<file path="src/assert_macros.svh">
// Assertion macros for the RTL of the button click event detector.
`ifndef ASSERT_MACROS_SVH
`define ASSERT_MACROS_SVH
`ifndef SYNTHESIS
// Check that a property holds at every rising edge outside reset.
`define BCD_ASSERT(label, clk, rst, prop) \
   label: assert property (@(posedge clk) disable iff (rst) (prop)) \
      else $error("assertion failed");
// Check that a condition never holds at a rising edge outside reset.
`define BCD_NEVER(label, clk, rst, cond) \
   `BCD_ASSERT(label, clk, rst, !(cond))
`else
`define BCD_ASSERT(label, clk, rst, prop)
`define BCD_NEVER(label, clk, rst, cond)
`endif
`endif

</file>
<file path="src/bcd_pkg.sv">
// Types and constants shared by the button click event detector modules.
package bcd_pkg;

   // Event codes.
   localparam logic [2:0] EV_NONE       = 3'd0;
   localparam logic [2:0] EV_DOWN       = 3'd1;
   localparam logic [2:0] EV_UP         = 3'd2;
   localparam logic [2:0] EV_REPEAT     = 3'd3;
   localparam logic [2:0] EV_SINGLE     = 3'd4;
   localparam logic [2:0] EV_DOUBLE     = 3'd5;
   localparam logic [2:0] EV_LONG_START = 3'd6;
   localparam logic [2:0] EV_LONG_HOLD  = 3'd7;

   // Configuration register indexes.
   localparam logic [1:0] CSR_ACTIVE_LEVEL   = 2'd0;
   localparam logic [1:0] CSR_DEBOUNCE_TICKS = 2'd1;
   localparam logic [1:0] CSR_SHORT_TICKS    = 2'd2;
   localparam logic [1:0] CSR_LONG_TICKS     = 2'd3;

   localparam int CSR_DATA_W = 16;

   // Everything one tick produces: up to three events plus shared fields.
   typedef struct packed {
      logic [2:0] ev0;
      logic [2:0] ev1;
      logic [2:0] ev2;
      logic [1:0] last_idx;     // index of the final beat, 0..2
      logic [2:0] latched;
      logic [3:0] repeat_cnt;
   } tick_rec_type;

endpackage

</file>
<file path="src/bcd_fifo.sv">
// Small queue of tick records between the classifier and the beat sequencer.
module bcd_fifo #(
   parameter int DEPTH = 4
) (
   input  logic                  clock,
   input  logic                  reset,
   input  logic                  push,
   input  bcd_pkg::tick_rec_type push_rec,
   input  logic                  pop,
   output bcd_pkg::tick_rec_type head_rec,
   output logic                  full,
   output logic                  empty
);

   localparam int PTR_W = $clog2(DEPTH);
   localparam int CNT_W = $clog2(DEPTH + 1);

   bcd_pkg::tick_rec_type mem_ff [DEPTH];

   logic [PTR_W-1:0] wr_ptr_ff, wr_ptr_in;
   logic [PTR_W-1:0] rd_ptr_ff, rd_ptr_in;
   logic [CNT_W-1:0] count_ff, count_in;
   logic             do_push, do_pop;

   assign full     = (count_ff == CNT_W'(DEPTH));
   assign empty    = (count_ff == '0);
   assign do_push  = push & ~full;
   assign do_pop   = pop & ~empty;
   assign head_rec = mem_ff[rd_ptr_ff];

   always_comb begin
      wr_ptr_in = wr_ptr_ff;
      rd_ptr_in = rd_ptr_ff;
      count_in  = count_ff;
      if (do_push) begin
         wr_ptr_in = (wr_ptr_ff == PTR_W'(DEPTH - 1)) ? '0 : wr_ptr_ff + 1'b1;
      end
      if (do_pop) begin
         rd_ptr_in = (rd_ptr_ff == PTR_W'(DEPTH - 1)) ? '0 : rd_ptr_ff + 1'b1;
      end
      if (do_push && !do_pop) begin
         count_in = count_ff + 1'b1;
      end else if (do_pop && !do_push) begin
         count_in = count_ff - 1'b1;
      end
   end

   always_ff @(posedge clock) begin
      if (reset) begin
         wr_ptr_ff <= '0;
         rd_ptr_ff <= '0;
         count_ff  <= '0;
      end else begin
         wr_ptr_ff <= wr_ptr_in;
         rd_ptr_ff <= rd_ptr_in;
         count_ff  <= count_in;
      end
   end

   always_ff @(posedge clock) begin
      if (do_push) begin
         mem_ff[wr_ptr_ff] <= push_rec;
      end
   end

endmodule

</file>
<file path="src/bcd_front.sv">
// Debounce filter, click state machine and configuration registers.
module bcd_front (
   input  logic                             clock,
   input  logic                             reset,
   input  logic                             csr_we,
   input  logic [1:0]                       csr_index,
   input  logic [bcd_pkg::CSR_DATA_W-1:0]   csr_wdata,
   input  logic                             take,
   input  logic                             sample,
   output bcd_pkg::tick_rec_type            rec
);

   localparam logic [2:0] ST_IDLE  = 3'd0;
   localparam logic [2:0] ST_PRESS = 3'd1;
   localparam logic [2:0] ST_WAIT  = 3'd2;
   localparam logic [2:0] ST_AGAIN = 3'd3;
   localparam logic [2:0] ST_LONG  = 3'd5;

   logic        active_ff;
   logic [2:0]  deb_ticks_ff;
   logic [15:0] short_ff;
   logic [15:0] long_ff;

   logic [2:0]  state_ff, state_in;
   logic        filt_ff, filt_in;
   logic [2:0]  deb_cnt_ff, deb_cnt_in;
   logic [15:0] tick_ff, tick_in;
   logic [3:0]  rep_ff, rep_in;
   logic [2:0]  cur_ev_ff, cur_ev_in;

   logic [2:0]  deb_inc;
   logic        pressed;

   always_comb begin
      tick_in    = (state_ff != ST_IDLE) ? tick_ff + 16'd1 : tick_ff;
      deb_inc    = deb_cnt_ff + 3'd1;
      filt_in    = filt_ff;
      deb_cnt_in = '0;
      if (sample != filt_ff) begin
         if (deb_inc >= deb_ticks_ff) begin
            filt_in = sample;
         end else begin
            deb_cnt_in = deb_inc;
         end
      end
      pressed = (filt_in == active_ff);

      state_in     = state_ff;
      rep_in       = rep_ff;
      cur_ev_in    = cur_ev_ff;
      rec.ev0      = bcd_pkg::EV_NONE;
      rec.ev1      = bcd_pkg::EV_NONE;
      rec.ev2      = bcd_pkg::EV_NONE;
      rec.last_idx = 2'd0;

      unique case (state_ff)
         ST_IDLE: begin
            if (pressed) begin
               cur_ev_in = bcd_pkg::EV_DOWN;
               rec.ev0   = bcd_pkg::EV_DOWN;
               tick_in   = '0;
               rep_in    = 4'd1;
               state_in  = ST_PRESS;
            end else begin
               cur_ev_in = bcd_pkg::EV_NONE;
            end
         end
         ST_PRESS: begin
            if (!pressed) begin
               cur_ev_in = bcd_pkg::EV_UP;
               rec.ev0   = bcd_pkg::EV_UP;
               tick_in   = '0;
               state_in  = ST_WAIT;
            end else if (tick_in > long_ff) begin
               cur_ev_in = bcd_pkg::EV_LONG_START;
               rec.ev0   = bcd_pkg::EV_LONG_START;
               state_in  = ST_LONG;
            end
         end
         ST_WAIT: begin
            if (pressed) begin
               cur_ev_in = bcd_pkg::EV_DOWN;
               rec.ev0   = bcd_pkg::EV_DOWN;
               rep_in    = rep_ff + 4'd1;
               if (rep_in == 4'd2) begin
                  rec.ev1      = bcd_pkg::EV_DOUBLE;
                  rec.ev2      = bcd_pkg::EV_REPEAT;
                  rec.last_idx = 2'd2;
               end else begin
                  rec.ev1      = bcd_pkg::EV_REPEAT;
                  rec.last_idx = 2'd1;
               end
               tick_in  = '0;
               state_in = ST_AGAIN;
            end else if (tick_in > short_ff) begin
               if (rep_ff == 4'd1) begin
                  cur_ev_in = bcd_pkg::EV_SINGLE;
                  rec.ev0   = bcd_pkg::EV_SINGLE;
               end else if (rep_ff == 4'd2) begin
                  cur_ev_in = bcd_pkg::EV_DOUBLE;
               end
               state_in = ST_IDLE;
            end
         end
         ST_AGAIN: begin
            if (!pressed) begin
               cur_ev_in = bcd_pkg::EV_UP;
               rec.ev0   = bcd_pkg::EV_UP;
               if (tick_in < short_ff) begin
                  tick_in  = '0;
                  state_in = ST_WAIT;
               end else begin
                  state_in = ST_IDLE;
               end
            end
         end
         ST_LONG: begin
            if (pressed) begin
               cur_ev_in = bcd_pkg::EV_LONG_HOLD;
               rec.ev0   = bcd_pkg::EV_LONG_HOLD;
            end else begin
               cur_ev_in = bcd_pkg::EV_UP;
               rec.ev0   = bcd_pkg::EV_UP;
               state_in  = ST_IDLE;
            end
         end
         default: begin
            // Unreachable codes: the state holds; only the tick counter and the debounce filter move.
         end
      endcase

      rec.latched    = cur_ev_in;
      rec.repeat_cnt = rep_in;
   end

   always_ff @(posedge clock) begin
      if (reset) begin
         active_ff    <= 1'b0;
         deb_ticks_ff <= 3'd3;
         short_ff     <= 16'd60;
         long_ff      <= 16'd200;
         state_ff     <= ST_IDLE;
         filt_ff      <= 1'b1;
         deb_cnt_ff   <= '0;
         tick_ff      <= '0;
         rep_ff       <= '0;
         cur_ev_ff    <= bcd_pkg::EV_NONE;
      end else if (csr_we) begin
         unique case (csr_index)
            bcd_pkg::CSR_ACTIVE_LEVEL: begin
               active_ff  <= csr_wdata[0];
               filt_ff    <= ~csr_wdata[0];
               deb_cnt_ff <= '0;
            end
            bcd_pkg::CSR_DEBOUNCE_TICKS: deb_ticks_ff <= csr_wdata[2:0];
            bcd_pkg::CSR_SHORT_TICKS:    short_ff     <= csr_wdata[15:0];
            bcd_pkg::CSR_LONG_TICKS:     long_ff      <= csr_wdata[15:0];
            default: begin
            end
         endcase
      end else if (take) begin
         state_ff   <= state_in;
         filt_ff    <= filt_in;
         deb_cnt_ff <= deb_cnt_in;
         tick_ff    <= tick_in;
         rep_ff     <= rep_in;
         cur_ev_ff  <= cur_ev_in;
      end
   end

endmodule

</file>
<file path="src/bcd_back.sv">
// Beat sequencer: splits one queued tick record into its result beats.
module bcd_back (
   input  logic                  clock,
   input  logic                  reset,
   input  bcd_pkg::tick_rec_type head_rec,
   input  logic                  q_empty,
   output logic                  q_pop,
   output logic                  rsp_empty,
   input  logic                  rsp_pop,
   output logic [2:0]            rsp_event_code,
   output logic [2:0]            rsp_latched_event,
   output logic [3:0]            rsp_repeat_count,
   output logic                  rsp_last
);

   logic [1:0] beat_ff, beat_in;
   logic       beat_done;

   assign rsp_empty         = q_empty;
   assign rsp_latched_event = head_rec.latched;
   assign rsp_repeat_count  = head_rec.repeat_cnt;
   assign rsp_last          = (beat_ff == head_rec.last_idx);
   assign beat_done         = rsp_pop & ~q_empty;
   assign q_pop             = beat_done & rsp_last;

   always_comb begin
      unique case (beat_ff)
         2'd0:    rsp_event_code = head_rec.ev0;
         2'd1:    rsp_event_code = head_rec.ev1;
         default: rsp_event_code = head_rec.ev2;
      endcase
      beat_in = beat_ff;
      if (beat_done) begin
         beat_in = rsp_last ? 2'd0 : beat_ff + 2'd1;
      end
   end

   always_ff @(posedge clock) begin
      if (reset) begin
         beat_ff <= '0;
      end else begin
         beat_ff <= beat_in;
      end
   end

endmodule

</file>
<file path="src/button_click_event_detector_unit.sv">
// A sample's record is written into the queue when its push is taken; its beats appear at the queue head.
// Samples are taken one per cycle while the queue is not full; a tick yields one to three beats, drained one per pop.
// Rate is set by the rsp side: the sequencer emits one beat per cycle from the queue head while rsp_pop is high.
// req_full rises only when the record queue (DEPTH ticks) is full.
// Reset (synchronous) loads register defaults, idles the machine and empties the queue.
`include "assert_macros.svh"
module button_click_event_detector_unit #(
   parameter int DEPTH = 4
) (
   input  logic                           clock,
   input  logic                           reset,
   // configuration write port
   input  logic                           csr_we,
   input  logic [1:0]                     csr_index,
   input  logic [bcd_pkg::CSR_DATA_W-1:0] csr_wdata,
   // sample input, queue style
   input  logic                           req_push,
   output logic                           req_full,
   input  logic                           req_sample,
   // result output, queue style
   output logic                           rsp_empty,
   input  logic                           rsp_pop,
   output logic [2:0]                     rsp_event_code,
   output logic [2:0]                     rsp_latched_event,
   output logic [3:0]                     rsp_repeat_count,
   output logic                           rsp_last
);

   bcd_pkg::tick_rec_type rec;       // record classified this cycle
   bcd_pkg::tick_rec_type head_rec;  // oldest queued record
   logic                  take;
   logic                  q_full;
   logic                  q_empty;
   logic                  q_pop;
   logic                  mid_beat;       // a non-final beat is on the rsp ports
   logic                  mid_burst_pop;  // a non-final beat is taken
   logic [6:0]            rsp_shared;     // fields common to all beats of a tick

   // Accept a sample whenever the queue has room; the front updates its state then unless csr_we is high.
   assign req_full = q_full;
   assign take     = req_push & ~q_full;

   // Front: debounce, run the click machine, build one record per tick.
   bcd_front u_front (
      .clock     (clock),
      .reset     (reset),
      .csr_we    (csr_we),
      .csr_index (csr_index),
      .csr_wdata (csr_wdata),
      .take      (take),
      .sample    (req_sample),
      .rec       (rec)
   );

   // Queue: decouple sample intake from beat delivery.
   bcd_fifo #(
      .DEPTH (DEPTH)
   ) u_fifo (
      .clock    (clock),
      .reset    (reset),
      .push     (take),
      .push_rec (rec),
      .pop      (q_pop),
      .head_rec (head_rec),
      .full     (q_full),
      .empty    (q_empty)
   );

   // Back: walk the head record beat by beat, release it after its last beat.
   bcd_back u_back (
      .clock             (clock),
      .reset             (reset),
      .head_rec          (head_rec),
      .q_empty           (q_empty),
      .q_pop             (q_pop),
      .rsp_empty         (rsp_empty),
      .rsp_pop           (rsp_pop),
      .rsp_event_code    (rsp_event_code),
      .rsp_latched_event (rsp_latched_event),
      .rsp_repeat_count  (rsp_repeat_count),
      .rsp_last          (rsp_last)
   );

   assign mid_beat      = ~rsp_empty & ~rsp_last;
   assign mid_burst_pop = rsp_pop & mid_beat;
   assign rsp_shared    = {rsp_latched_event, rsp_repeat_count};

   // Only the final beat of a tick may carry no event.
   `BCD_NEVER(a_nonlast_has_event, clock, reset, mid_beat && rsp_event_code == bcd_pkg::EV_NONE)
   // A tick's later beats follow at once.
   `BCD_ASSERT(a_burst_continues, clock, reset, mid_burst_pop |=> !rsp_empty)
   // Shared fields hold across the beats of one tick.
   `BCD_ASSERT(a_burst_shared, clock, reset, mid_burst_pop |=> $stable(rsp_shared))

endmodule
</file>
<file path="config.mk">
export PLATFORM = sky130hd
export DESIGN_NAME = button_click_event_detector_unit
export DESIGN_NICKNAME = d
export VERILOG_FILES = /design/src/bcd_pkg.sv /design/src/bcd_fifo.sv /design/src/bcd_front.sv /design/src/bcd_back.sv /design/src/button_click_event_detector_unit.sv
export VERILOG_INCLUDE_DIRS = /design/src /design/src/src
export SDC_FILE = /design/constraint.sdc
export NUM_CORES = 1
export LEC_CHECK = 0
export BUFFER_PORTS_ARGS = -buffer_cell sky130_fd_sc_hd__buf_2
export CAP_MARGIN = 20
export CORE_MARGIN = 1.5
export CORE_UTILIZATION = 50
export DETAILED_ROUTE_END_ITERATION = 7
export PLACE_DENSITY = 0.67
export SYNTH_ARGS = -nofsm -noshare
export SYNTH_HDL_FRONTEND = slang
export SYNTH_HIERARCHICAL = 1
export SYNTH_SLANG_ARGS = --single-unit
</file>
<file path="constraint.sdc">
create_clock -name clock -period 3.95 [get_ports clock]
set_input_delay 0.1975 -clock clock [delete_from_list [all_inputs] [get_ports clock]]
set_output_delay 0.1975 -clock clock [all_outputs]
set_load 0.1 [all_outputs]
</file>
Yosys cells after proc, flatten, opt, wreduce, memory -nomap -nowiden
Memory sizes are Yosys's and may differ from the RTL's. A register that Yosys moved wholly into a read port is not among the register bits. Cells that the tools add are included.

Register bits after elaboration: 75. Memory bits (writable): 72. Input bits: 24. Output and inout bits: 13. Logic and storage cells: 139. Memories kept: 1.

Memories: u_fifo.mem_ff (words 4, bits a word 18, read ports 1, clocked after memory_dff 1, write ports 1, line bcd_fifo.sv:18) `bcd_pkg::tick_rec_type mem_ff [DEPTH];`.

$add $sub $neg: 8. Order comparisons: 4. Eq/ne operators: 23. Mux-type cells: 60. Bitwise logic cells: 9. Reduce and logical (&&, ||, !) cells: 20.

Operators with widths (number): $mux W3 (28); $mux W16 (5); $pmux W16 S3 (1); $pmux W3 S5 (3); $gt A16 B16 Y1 (2); $mux W2 (9); $add A16 B1 Y16 const B (1); $lt A16 B16 Y1 (1); $mux W8 (2); $reduce_and A2 Y1 (6); $eq A2 B2 Y1 const B (4); $eq A4 B2 Y1 const B (2); $mux W1 (8); $mux W4 (2); $pmux W4 S2 (1); $reduce_and A8 Y1 (1); $add A2 B1 Y2 const B (3); $add A3 B1 Y3 const B (2); $eq A3 B2 Y1 const B (2); $eq A3 B3 Y1 const B (2); $logic_not A3 Y1 (2); $pmux W3 S2 (1); $and A1 B1 Y1 (5); $reduce_bool A5 Y1 (1); other kinds (20) (30).

Logic depth before layout (Yosys ltp)
Gate-level depths: netlist of the first run.

Word-level depth: 8. Mapped depth: 15. Depth with buffers taken out: 15.

Modules after synthesis
Netlist of the first run, hierarchy kept.

By module, submodules not included: bcd_front (times used 1, cells each 584, area an instance 4446.8 sq um, sequential area each 1321.3 sq um); bcd_fifo (times used 1, cells each 144, area an instance 3099.2 sq um, sequential area each 2342.2 sq um); bcd_back (times used 1, cells each 35, area an instance 267.8 sq um, sequential area each 40.0 sq um); button_click_event_detector_unit (times used 1, cells each 1, area an instance 13.8 sq um, sequential area each 0.0 sq um).

Worst setup path after synthesis of the first run
Ideal clock, no wire load.

Path kind: register to register. Start: register u_front.tick_ff[0]. End: memory u_fifo/mem_ff[0][5] in the netlist's numbering, data pin. Library setup time: 269 ps. Arrival time: 3015 ps. Required time: 3681 ps. Slack: 665 ps. Cell stages (with the launch flop): 13. Path buffers: 0. Clock period less this slack: 3285 ps. Cells stage by stage: dfxtp_1 -> nand3_1 -> nor3_2 -> nand3_1 -> nor2_1 -> xor2_1 -> ha_1 -> a21oi_1 -> o21ai_0 -> a2111oi_4 -> nor3_1 -> a221o_1 -> or2_1.

RTL lines: start: declaration (line bcd_front.sv:27) `logic [15:0] tick_ff, tick_in;`; start signal: assignment (line bcd_front.sv:165) `tick_ff <= tick_in;`; end: declaration (line bcd_fifo.sv:18).

==> results of run 1 <==
## cells in the final DEF, fill, tap and decap left out, types with 5 or more instances in the layout
| cell | instances |
|---|---|
| sky130_fd_sc_hd__a21oi_1 | 60 |
| sky130_fd_sc_hd__a21oi_2 | 5 |
| sky130_fd_sc_hd__a31oi_1 | 6 |
| sky130_fd_sc_hd__and3_1 | 9 |
| sky130_fd_sc_hd__buf_2 | 36 |
| sky130_fd_sc_hd__buf_4 | 11 |
| sky130_fd_sc_hd__clkbuf_16 | 17 |
| sky130_fd_sc_hd__dfxtp_1 | 77 |
| sky130_fd_sc_hd__dlygate4sd3_1 | 5 |
| sky130_fd_sc_hd__edfxtp_1 | 72 |
| sky130_fd_sc_hd__ha_1 | 50 |
| sky130_fd_sc_hd__inv_1 | 47 |
| sky130_fd_sc_hd__mux4_2 | 18 |
| sky130_fd_sc_hd__nand2_1 | 117 |
| sky130_fd_sc_hd__nand2b_1 | 13 |
| sky130_fd_sc_hd__nand3_1 | 26 |
| sky130_fd_sc_hd__nand3b_1 | 10 |
| sky130_fd_sc_hd__nand4_1 | 8 |
| sky130_fd_sc_hd__nor2_1 | 37 |
| sky130_fd_sc_hd__nor2b_1 | 9 |
| sky130_fd_sc_hd__nor3_1 | 19 |
| sky130_fd_sc_hd__o21a_1 | 6 |
| sky130_fd_sc_hd__o21ai_0 | 11 |
| sky130_fd_sc_hd__o21ai_1 | 9 |
| sky130_fd_sc_hd__o31ai_1 | 5 |
| sky130_fd_sc_hd__or3_1 | 7 |
| sky130_fd_sc_hd__xnor2_1 | 10 |
| sky130_fd_sc_hd__xor2_1 | 11 |
## state kept, by name (all words and copies together) (netlist names), named ones only
signal,flops
u_front/rep_ff,4
u_front/active_ff,1
u_front/tick_ff,16
u_front/cur_ev_ff,3
u_front/short_ff,16
u_fifo/count_ff,3
u_fifo/mem_ff,72
u_front/long_ff,16
u_front/state_ff,3
u_fifo/wr_ptr_ff,2
u_front/deb_cnt_ff,3
u_front/filt_ff,1
u_back/beat_ff,2
u_front/deb_ticks_ff,3
u_fifo/rd_ptr_ff,2
## critical path, cell delays in order (launching register included)
cell	delay [ns]
sky130_fd_sc_hd__dfxtp_1	0.42
sky130_fd_sc_hd__nand3_1	0.20
sky130_fd_sc_hd__nor3_4	0.33
sky130_fd_sc_hd__nand3_2	0.23
sky130_fd_sc_hd__nor2_1	0.23
sky130_fd_sc_hd__xor2_1	0.26
sky130_fd_sc_hd__ha_1	0.30
sky130_fd_sc_hd__a21oi_1	0.15
sky130_fd_sc_hd__o21ai_0	0.14
sky130_fd_sc_hd__a2111oi_4	0.45
sky130_fd_sc_hd__nor3_1	0.10
sky130_fd_sc_hd__a221o_1	0.36
sky130_fd_sc_hd__or2_1	0.30
## area by class of cell
class	count	area, um^2	share of cell area
clock buffer	22	454	0.0521
clock inverter	10	98.8	0.0113
inverter	49	203	0.0232
multi-input combinational	520	3680	0.422
sequential	149	3700	0.425
tap	211	264	0.0303
timing repair buffer	52	313	0.0359
## worst paths after layout
kind	start	to	slack, ns	cells past startpoint
max	u_front/tick_ff[0]$_SDFFE_PP0P_	u_fifo/mem_ff[1][5]$_DFFE_PP_	0.21	12
min	csr_wdata[10]	u_front/short_ff[10]$_SDFFE_PP0P_	0.03	3
max reg2reg	u_front/tick_ff[0]$_SDFFE_PP0P_	u_fifo/mem_ff[1][5]$_DFFE_PP_	0.21	12
min reg2reg	u_front/long_ff[9]$_SDFFE_PP0P_	u_front/long_ff[9]$_SDFFE_PP0P_	0.45	2
## cells by family (layout without fill, tap and decap cells)
kind of cell,Yosys count,after routing
AO/OA/AOI/OAI,141,141
XOR/XNOR,22,22
AND/OR/NAND/NOR,282,282
adder cells (fa/ha/maj),51,51
multiplexers,23,23
buffers and inverters,95,133
flip-flops,149,149
other,1,1
## per-layer routing
metal | GRT usage | up-vias
met2 | 0.373 | 120
met1 | 0.237 | 2650
met5 | 0 | -
met3 | 0.0472 | 22
li1 | - | 2756
met4 | 0.0780 | 0
## per-stage QoR
step	setup TNS (ns)	power (mW)	std cells
final	0	4.79	1013
after global routing	-0.0936	5.00	1013
after CTS	0	4.82	1012
after detailed placement	0	3.31	975
after global placement	0	3.27	975
after floorplan	0	3.12	764
## power by group through the flow
stage,Clock [mW],Sequential (mW),Combinational (mW)
2_1_floorplan,0,1.90,1.22
3_3_place_gp,0,1.92,1.35
3_5_place_dp,0,1.93,1.38
4_1_cts,1.54,1.90,1.39
5_1_grt,1.61,1.92,1.48
6_report,1.51,1.90,1.38
## repair_timing
item                                   in CTS  in global routing
gates resized for setup                     0                  4
setup endpoints to repair                   0                 33
setup buffers                               0                  0
endpoints found under the hold margin       5                  0
hold buffers                                5                  0
==> parameters.txt, run 1 <==
Parameter                              Value

Placed design
  Worst Setup Slack post-DPL ... 0.109 ns
  Total placed instance area ... 8090 um^2
  Final HPWL DP ... 11.3 mm
  Number of port buffers ... 36
  Final RePlAce weighted congestion ... 0.903

STA
  Share of the clock period used by the worst path ... 0.946
  Transition time at the pin with the least slew margin ... 0.971 ns
  Final number of hold-violating endpoints ... 0
  Slew Limit Headroom ... 0.353
  Worst hold slack across all endpoints ... 0.0283 ns
  Fin Clk Skew ... 0.0108 ns
  Setup Viol. Count Final ... 0
  Upper clock frequency limit ... 268 MHz
  Number of slew-limit violations in the final report ... 0
  Clock period minus worst slack ... 3.74 ns
  Setup ws final ... 0.214 ns

Synthesis
  Synthesized area ... 7830 um^2
  Dominant cell by count in the synthesized netlist ... sky130_fd_sc_hd__nand2_1
  EDFF count, synth ... 72
  Library cell occupying the most area in the post-synthesis netlist ... sky130_fd_sc_hd__edfxtp_1
  Biggest area contributors in the synthesized netlist ... sky130_fd_sc_hd__edfxtp_1 (28%), sky130_fd_sc_hd__dfxtp_1 (20%), sky130_fd_sc_hd__ha_1 (8.0%)
  Synth Area in Compound Gates ... 0.124
  Most common library cells after synthesis ... sky130_fd_sc_hd__nand2_1 (117), sky130_fd_sc_hd__dfxtp_1 (77), sky130_fd_sc_hd__edfxtp_1 (72)
  Mux share of post-synthesis cell area ... 0.0583
  Main combinational cell family by area after synthesis ... simple AND/OR/NAND/NOR gates
  Post-Synthesis Net Count ... 839
  Most used DFF post-synth ... sky130_fd_sc_hd__dfxtp_1
  Async S/R FF share, synth ... 0
  Per-instance average area after synthesis ... 10.2 um^2
  Ys Warns ... 6
  Area fraction in and, or, nand and nor cells after synthesis ... 0.178
  Area share of the largest cell type after synthesis ... 0.276
  Portion of the post-synthesis area used by sequential elements ... 0.473
  Cell count after synthesis ... 764
  Number of distinct standard cells referenced by the synthesized netlist ... 75
  Flops & latches, synth ... 149
  Adder-cell share of the synthesized area ... 0.0825
  Xor and xnor area share after synthesis ... 0.0246

Routing
  Violation count after the first detailed-routing iteration ... 226
  Metal-1 WL ... 6.70 mm
  Final WL ... 16.0 mm
  Detailed-routed wire length on met3 ... 553 um
  Via Count ... 5548
  Routed length per placed instance ... 15.8 um
  DRC violations left ... 0
  Top layer in use ... met4
  Per-cell via count in the routed design ... 5.48
  Detailed Routing Iterations Pass 1 ... 5
  Routed Antenna Nets ... 0
  Met2 layer wire length in the routed design ... 8.45 mm

Floorplanning
  IO Pins ... 37
  Starting density of the core ... 0.513
  Number of placement rows ... 45
  Die width ... 128 um
  Placeable Area ... 15300 um^2
  Chip height ... 128 um
  Die Area ... 16400 um^2

Power and ir drop
  Share of total power in the clock network ... 0.316
  Internal ... 3.06 mW
  Switching power as a share of total power ... 0.361
  Leakage dissipation ... 3.32 nW
  Switching power ... 1.73 mW
  Power per cell area ... 549 nW/um^2
  IR drop worst, VDD ... 0.000504 V
  Part of the power in combinational logic ... 0.288
  Sequential Power Share ... 0.396

Clock tree
  Clock insertion delay at the later pin of the skew report ... 0.42 ns
  CTS Buffer Depth ... 2
  Clock transition at the registers of the reported paths ... 0.06 ns
  Clock sinks ... 149
  Master cell of the clock root buffer ... sky130_fd_sc_hd__clkbuf_16
  CTS H-Tree Depth ... 4
  TritonCTS clock tree ... done
  Number of buffers added by the clock tree synthesis step ... 17

Setup path
  Type of the setup path with the least slack ... flip-flop to flip-flop
  Startpoint kind of the worst setup timing path ... flip-flop
  Type of destination of the critical path ... flip-flop
  Worst endpoint data arrival time ... 3.88 ns
  Required time reported for the critical path endpoint ... 4.10 ns
  Max FO, Critical Path ... 7

Outcome
  Status ... completed

Global route
  Largest net degree at the start of global routing ... 49
  Global-route wire length before repair ... 26.4 mm
  Initial antenna violation count ... 0
  Number of global-route vias before repair ... 5470
  Global route total overflow ... 0
  Overall track demand over capacity in global routing ... 0.206

Final layout
  Layout cells sized above 1 ... 0.163
  Layout Utilization ... 0.571
  Number of nets at the end of the flow ... 864
  Filler cell count in the final layout ... 1274
  Count of inserted antenna diode cells ... 0
  Synthesis-to-layout area growth ... 11.4%
  Cell area after layout ... 8720 um^2

Min path
  Worst min-delay path class ... primary input to flip-flop

Job
  Total of max-cap violations ... 0
Note: power is estimated with default switching activity, not from simulation.
==> inputs of run 2 (changes only) <==
--- a/config.mk
+++ b/config.mk
@@ -6,12 +6,13 @@
 export SDC_FILE = /design/constraint.sdc
 export NUM_CORES = 1
 export LEC_CHECK = 0
+export ABC_AREA = 1
 export BUFFER_PORTS_ARGS = -buffer_cell sky130_fd_sc_hd__buf_2
 export CAP_MARGIN = 20
 export CORE_MARGIN = 1.5
-export CORE_UTILIZATION = 50
+export CORE_UTILIZATION = 62
 export DETAILED_ROUTE_END_ITERATION = 7
-export PLACE_DENSITY = 0.67
+export PLACE_DENSITY = 0.8
 export SYNTH_ARGS = -nofsm -noshare
 export SYNTH_HDL_FRONTEND = slang
 export SYNTH_HIERARCHICAL = 1
==> run 2 against run 1 <==
Against the previous run: register-to-register slack improved by 0.33 ns; power up 15%; worst hold slack got worse by 0.011 ns; die area down 18%; synthesized cell count increased by 24%; critical path type unchanged; clock skew grew 0.00084 ns; flip-flop and latch count stayed put; global-route usage rose by 3.7 points; design area decreased by 0.72%; fmax grew 9.8%.
==> parameters.txt, run 2 <==
Parameter                              Value

Routing
  Via Count ... 6112 (+10%)
  Final WL ... 15.5 mm (-3.0%)
  Routed Antenna Nets ... 0 (unchanged)
  DRC violations left ... 0 (unchanged)
  Routed length per placed instance ... 13.4 um (-15%)
  Violation count after the first detailed-routing iteration ... 384 (+70%)
  Detailed Routing Iterations Pass 1 ... 6 (+1)
  Per-cell via count in the routed design ... 5.28 (-3.6%)

Final layout
  Number of flip-flops in the largest register ... 72 (unchanged)
  Footprint of the flip-flops and latches ... 3700 um^2 (unchanged)
  Number of nets at the end of the flow ... 1048 (+21%)
  Layout Utilization ... 0.689 (+0.117)
  Leading cell types in the layout, fill and taps excluded ... sky130_fd_sc_hd__nand2_1 (159), sky130_fd_sc_hd__inv_1 (136), sky130_fd_sc_hd__nor2_1 (106), sky130_fd_sc_hd__o21ai_0 (77), sky130_fd_sc_hd__dfxtp_1 (77)
  Synthesis-to-layout area growth ... 9.15%
  Multi-input logic area ... 3400 um^2 (-7.8%)
  Count of inserted antenna diode cells ... 0 (unchanged)
  Filler cell count in the final layout ... 989 (-22%)
  Largest Register ... u_fifo/mem_ff
  Most frequent standard cell in the layout excluding fill and tap cells ... sky130_fd_sc_hd__nand2_1
  Layout cells sized above 1 ... 0.115 (-0.0487)

Clock tree
  CTS Buffer Depth ... 2 (unchanged)
  TritonCTS clock tree ... done
  Clock transition at the registers of the reported paths ... 0.06 ns (about the same)
  Master cell of the clock root buffer ... sky130_fd_sc_hd__clkbuf_16
  Clock insertion delay at the later pin of the skew report ... 0.42 ns (about the same)
  Clock sinks ... 149 (unchanged)
  CTS H-Tree Depth ... 4 (unchanged)
  Post-CTS setup buffer count ... 0 (unchanged)
  Number of buffers added by the clock tree synthesis step ... 17 (unchanged)

Placed design
  Final RePlAce weighted congestion ... 0.937 (+3.8%)
  Final HPWL DP ... 10.7 mm (-5.4%)
  Number of port buffers ... 36 (unchanged)

Synthesis
  Cell count after synthesis ... 950 (+24%)
  Most common library cells after synthesis ... sky130_fd_sc_hd__nand2_1 (159), sky130_fd_sc_hd__inv_1 (136), sky130_fd_sc_hd__nor2_1 (106)
  Per-instance average area after synthesis ... 8.35 um^2 (-19%)
  Most used DFF post-synth ... sky130_fd_sc_hd__dfxtp_1
  Number of distinct standard cells referenced by the synthesized netlist ... 42 (-44%)
  Ys Warns ... 6 (unchanged)
  Portion of the post-synthesis area used by sequential elements ... 0.467 (-0.00620)
  Post-Synthesis Net Count ... 1025 (+22%)
  Library cell occupying the most area in the post-synthesis netlist ... sky130_fd_sc_hd__edfxtp_1
  Flops & latches, synth ... 149 (unchanged)
  Dominant cell by count in the synthesized netlist ... sky130_fd_sc_hd__nand2_1
  Biggest area contributors in the synthesized netlist ... sky130_fd_sc_hd__edfxtp_1 (27%), sky130_fd_sc_hd__dfxtp_1 (19%), sky130_fd_sc_hd__ha_1 (7.9%)
  EDFF count, synth ... 72 (unchanged)
  Area share of the largest cell type after synthesis ... 0.273 (-0.00362)
  Async S/R FF share, synth ... 0 (unchanged)
  Synthesized area ... 7930 um^2 (+1.3%)

Floorplanning
  Die width ... 116 um (-9.4%)
  IO Pins ... 37 (unchanged)
  Starting density of the core ... 0.631 (+0.118)
  Number of placement rows ... 41 (-8.9%)
  Chip height ... 116 um (-9.4%)
  Placeable Area ... 12600 um^2 (-18%)
  Die Area ... 13500 um^2 (-18%)

STA
  Clock period minus worst slack ... 3.40 ns (-0.332 ns)
  Setup tns final ... 0 ns (unchanged)
  Share of the clock period used by the worst path ... 0.862 (-0.0840)
  Final number of hold-violating endpoints ... 0 (unchanged)
  Setup repair after global routing missed its margin ... no
  Transition time at the pin with the least slew margin ... 1.03 ns (+0.0591 ns)
  Upper clock frequency limit ... 294 MHz (+9.8%)
  Number of slew-limit violations in the final report ... 0 (unchanged)
  Slew Limit Headroom ... 0.313 (-0.0402)
  Fin Clk Skew ... 0.0116 ns (+0.000840 ns)
  Setup Viol. Count Final ... 0 (unchanged)

Setup path
  Type of destination of the critical path ... flip-flop
  Max FO, Critical Path ... 5 (-2)
  Worst endpoint data arrival time ... 3.57 ns (-0.31 ns)
  Startpoint kind of the worst setup timing path ... flip-flop
  Required time reported for the critical path endpoint ... 4.12 ns (+0.02 ns)
  Type of the setup path with the least slack ... flip-flop to flip-flop

Global route
  Initial antenna violation count ... 0 (unchanged)
  Overall track demand over capacity in global routing ... 0.243 (+0.0367)
  Global route total overflow ... 0 (unchanged)
  Number of global-route vias before repair ... 5523 (+0.97%)
  Global-route wire length before repair ... 25.3 mm (-4.1%)
  Largest net degree at the start of global routing ... 40 (-18%)

Power and ir drop
  IR drop worst, VDD ... 0.000313 V (-38%)
  Leakage dissipation ... 3.77 nW (+13%)
  Power per cell area ... 637 nW/um^2 (+16%)

Min path
  Worst min-delay path class ... primary input to flip-flop

Outcome
  Status ... completed

Job
  Total of max-cap violations ... 0 (unchanged)
-- run 2: changes by cell type after synthesis, moves of 16 or more --
cell	before	now
sky130_fd_sc_hd__inv_1	47	136
sky130_fd_sc_hd__mux4_2	18	0
sky130_fd_sc_hd__o21ai_0	11	77
sky130_fd_sc_hd__nor2_1	38	106
sky130_fd_sc_hd__nand2_1	117	159
sky130_fd_sc_hd__o22ai_1	2	18
-- run 2: where the power goes --
group	total [mW]	switching [mW]	leakage, nW	internal, mW
Sequential	1.97	0.101	1.30	1.87
Clock	1.44	0.637	0.249	0.805
Combinational	2.11	1.61	2.22	0.494
Total	5.52	2.35	3.77	3.17
-- run 2: worst max-delay path: stages (launching register included) --
cell and delay [ns]:
sky130_fd_sc_hd__dfxtp_1 0.38, sky130_fd_sc_hd__ha_1 0.21, sky130_fd_sc_hd__nand3_1 0.10, sky130_fd_sc_hd__nor3_2 0.15, sky130_fd_sc_hd__nand2_1 0.12, sky130_fd_sc_hd__nor2_2 0.12, sky130_fd_sc_hd__nand3_1 0.12, sky130_fd_sc_hd__nor2_1 0.11
sky130_fd_sc_hd__inv_1 0.06, sky130_fd_sc_hd__o21ai_1 0.18, sky130_fd_sc_hd__inv_1 0.09, sky130_fd_sc_hd__ha_1 0.27, sky130_fd_sc_hd__nand2_1 0.06, sky130_fd_sc_hd__nor3_1 0.34, sky130_fd_sc_hd__nand2_1 0.13, sky130_fd_sc_hd__nand2_1 0.14
sky130_fd_sc_hd__nand2_1 0.15, sky130_fd_sc_hd__inv_1 0.08, sky130_fd_sc_hd__nand2_1 0.04, sky130_fd_sc_hd__nand2_1 0.07, sky130_fd_sc_hd__nand3_1 0.07, sky130_fd_sc_hd__nand2_1 0.09, sky130_fd_sc_hd__inv_1 0.07
-- run 2: final cells by class --
cell class                      count  area share
Clock buffer                       18      0.0496
Inverter                          143      0.0630
Clock inverter                     14      0.0119
Multi-Input combinational cell    615       0.392
Tap cell                          172      0.0249
Timing Repair Buffer               47      0.0306
Sequential cell                   149       0.428
-- run 2: cells by family after synthesis --
group           synth area share
compound gates             0.140
xor+xnor                  0.0177
fa+ha+maj                 0.0814
buf+inv                    0.105
flops                      0.467
other cells             0.000473
simple gates               0.189
-- run 2: worst paths after layout --
| path | start | to | slack (ns) | cells after the start |
|---|---|---|---|---|
| hold / removal | csr_wdata[4] | u_front/short_ff[4]$_SDFFE_PP1P_ | 0.02 | 3 |
| setup reg to reg | u_front/tick_ff[0]$_SDFFE_PP0P_ | u_fifo/mem_ff[2][5]$_DFFE_PP_ | 0.55 | 22 |
| setup / recovery | u_front/tick_ff[0]$_SDFFE_PP0P_ | u_fifo/mem_ff[2][5]$_DFFE_PP_ | 0.55 | 22 |
| hold reg to reg | u_front/long_ff[13]$_SDFFE_PP0P_ | u_front/long_ff[13]$_SDFFE_PP0P_ | 0.46 | 2 |
-- run 2: timing repair --
item | CTS | global route
resized for setup | 0 | 0
hold buffers | 1 | 0
hold endpoints to repair | 1 | 0
-- run 2: routing by layer --
metal	vias to the layer above	wire [um]	track usage
li1	3172	-	-
met4	0	314	0.0902
met5	-	0	0
met3	30	573	0.0550
met2	130	7750	0.431
met1	2780	6890	0.289
-- run 2: stage by stage --
stage | power [mW] | worst slack [ns] | hold slack, ns | instances | cell area, um^2
CTS | 5.54 | 0.587 | 0.00148 | 1158 | 8660
global placement | 4.06 | 0.696 | 0.429 | 1125 | 8120
detailed placement | 4.09 | 0.632 | 0.432 | 1125 | 8120
global route | 5.83 | 0.226 | 0.0109 | 1158 | 8660
floorplan | 3.80 | 1.12 | 0.270 | 950 | 7930
finish | 5.52 | 0.546 | 0.0173 | 1158 | 8660
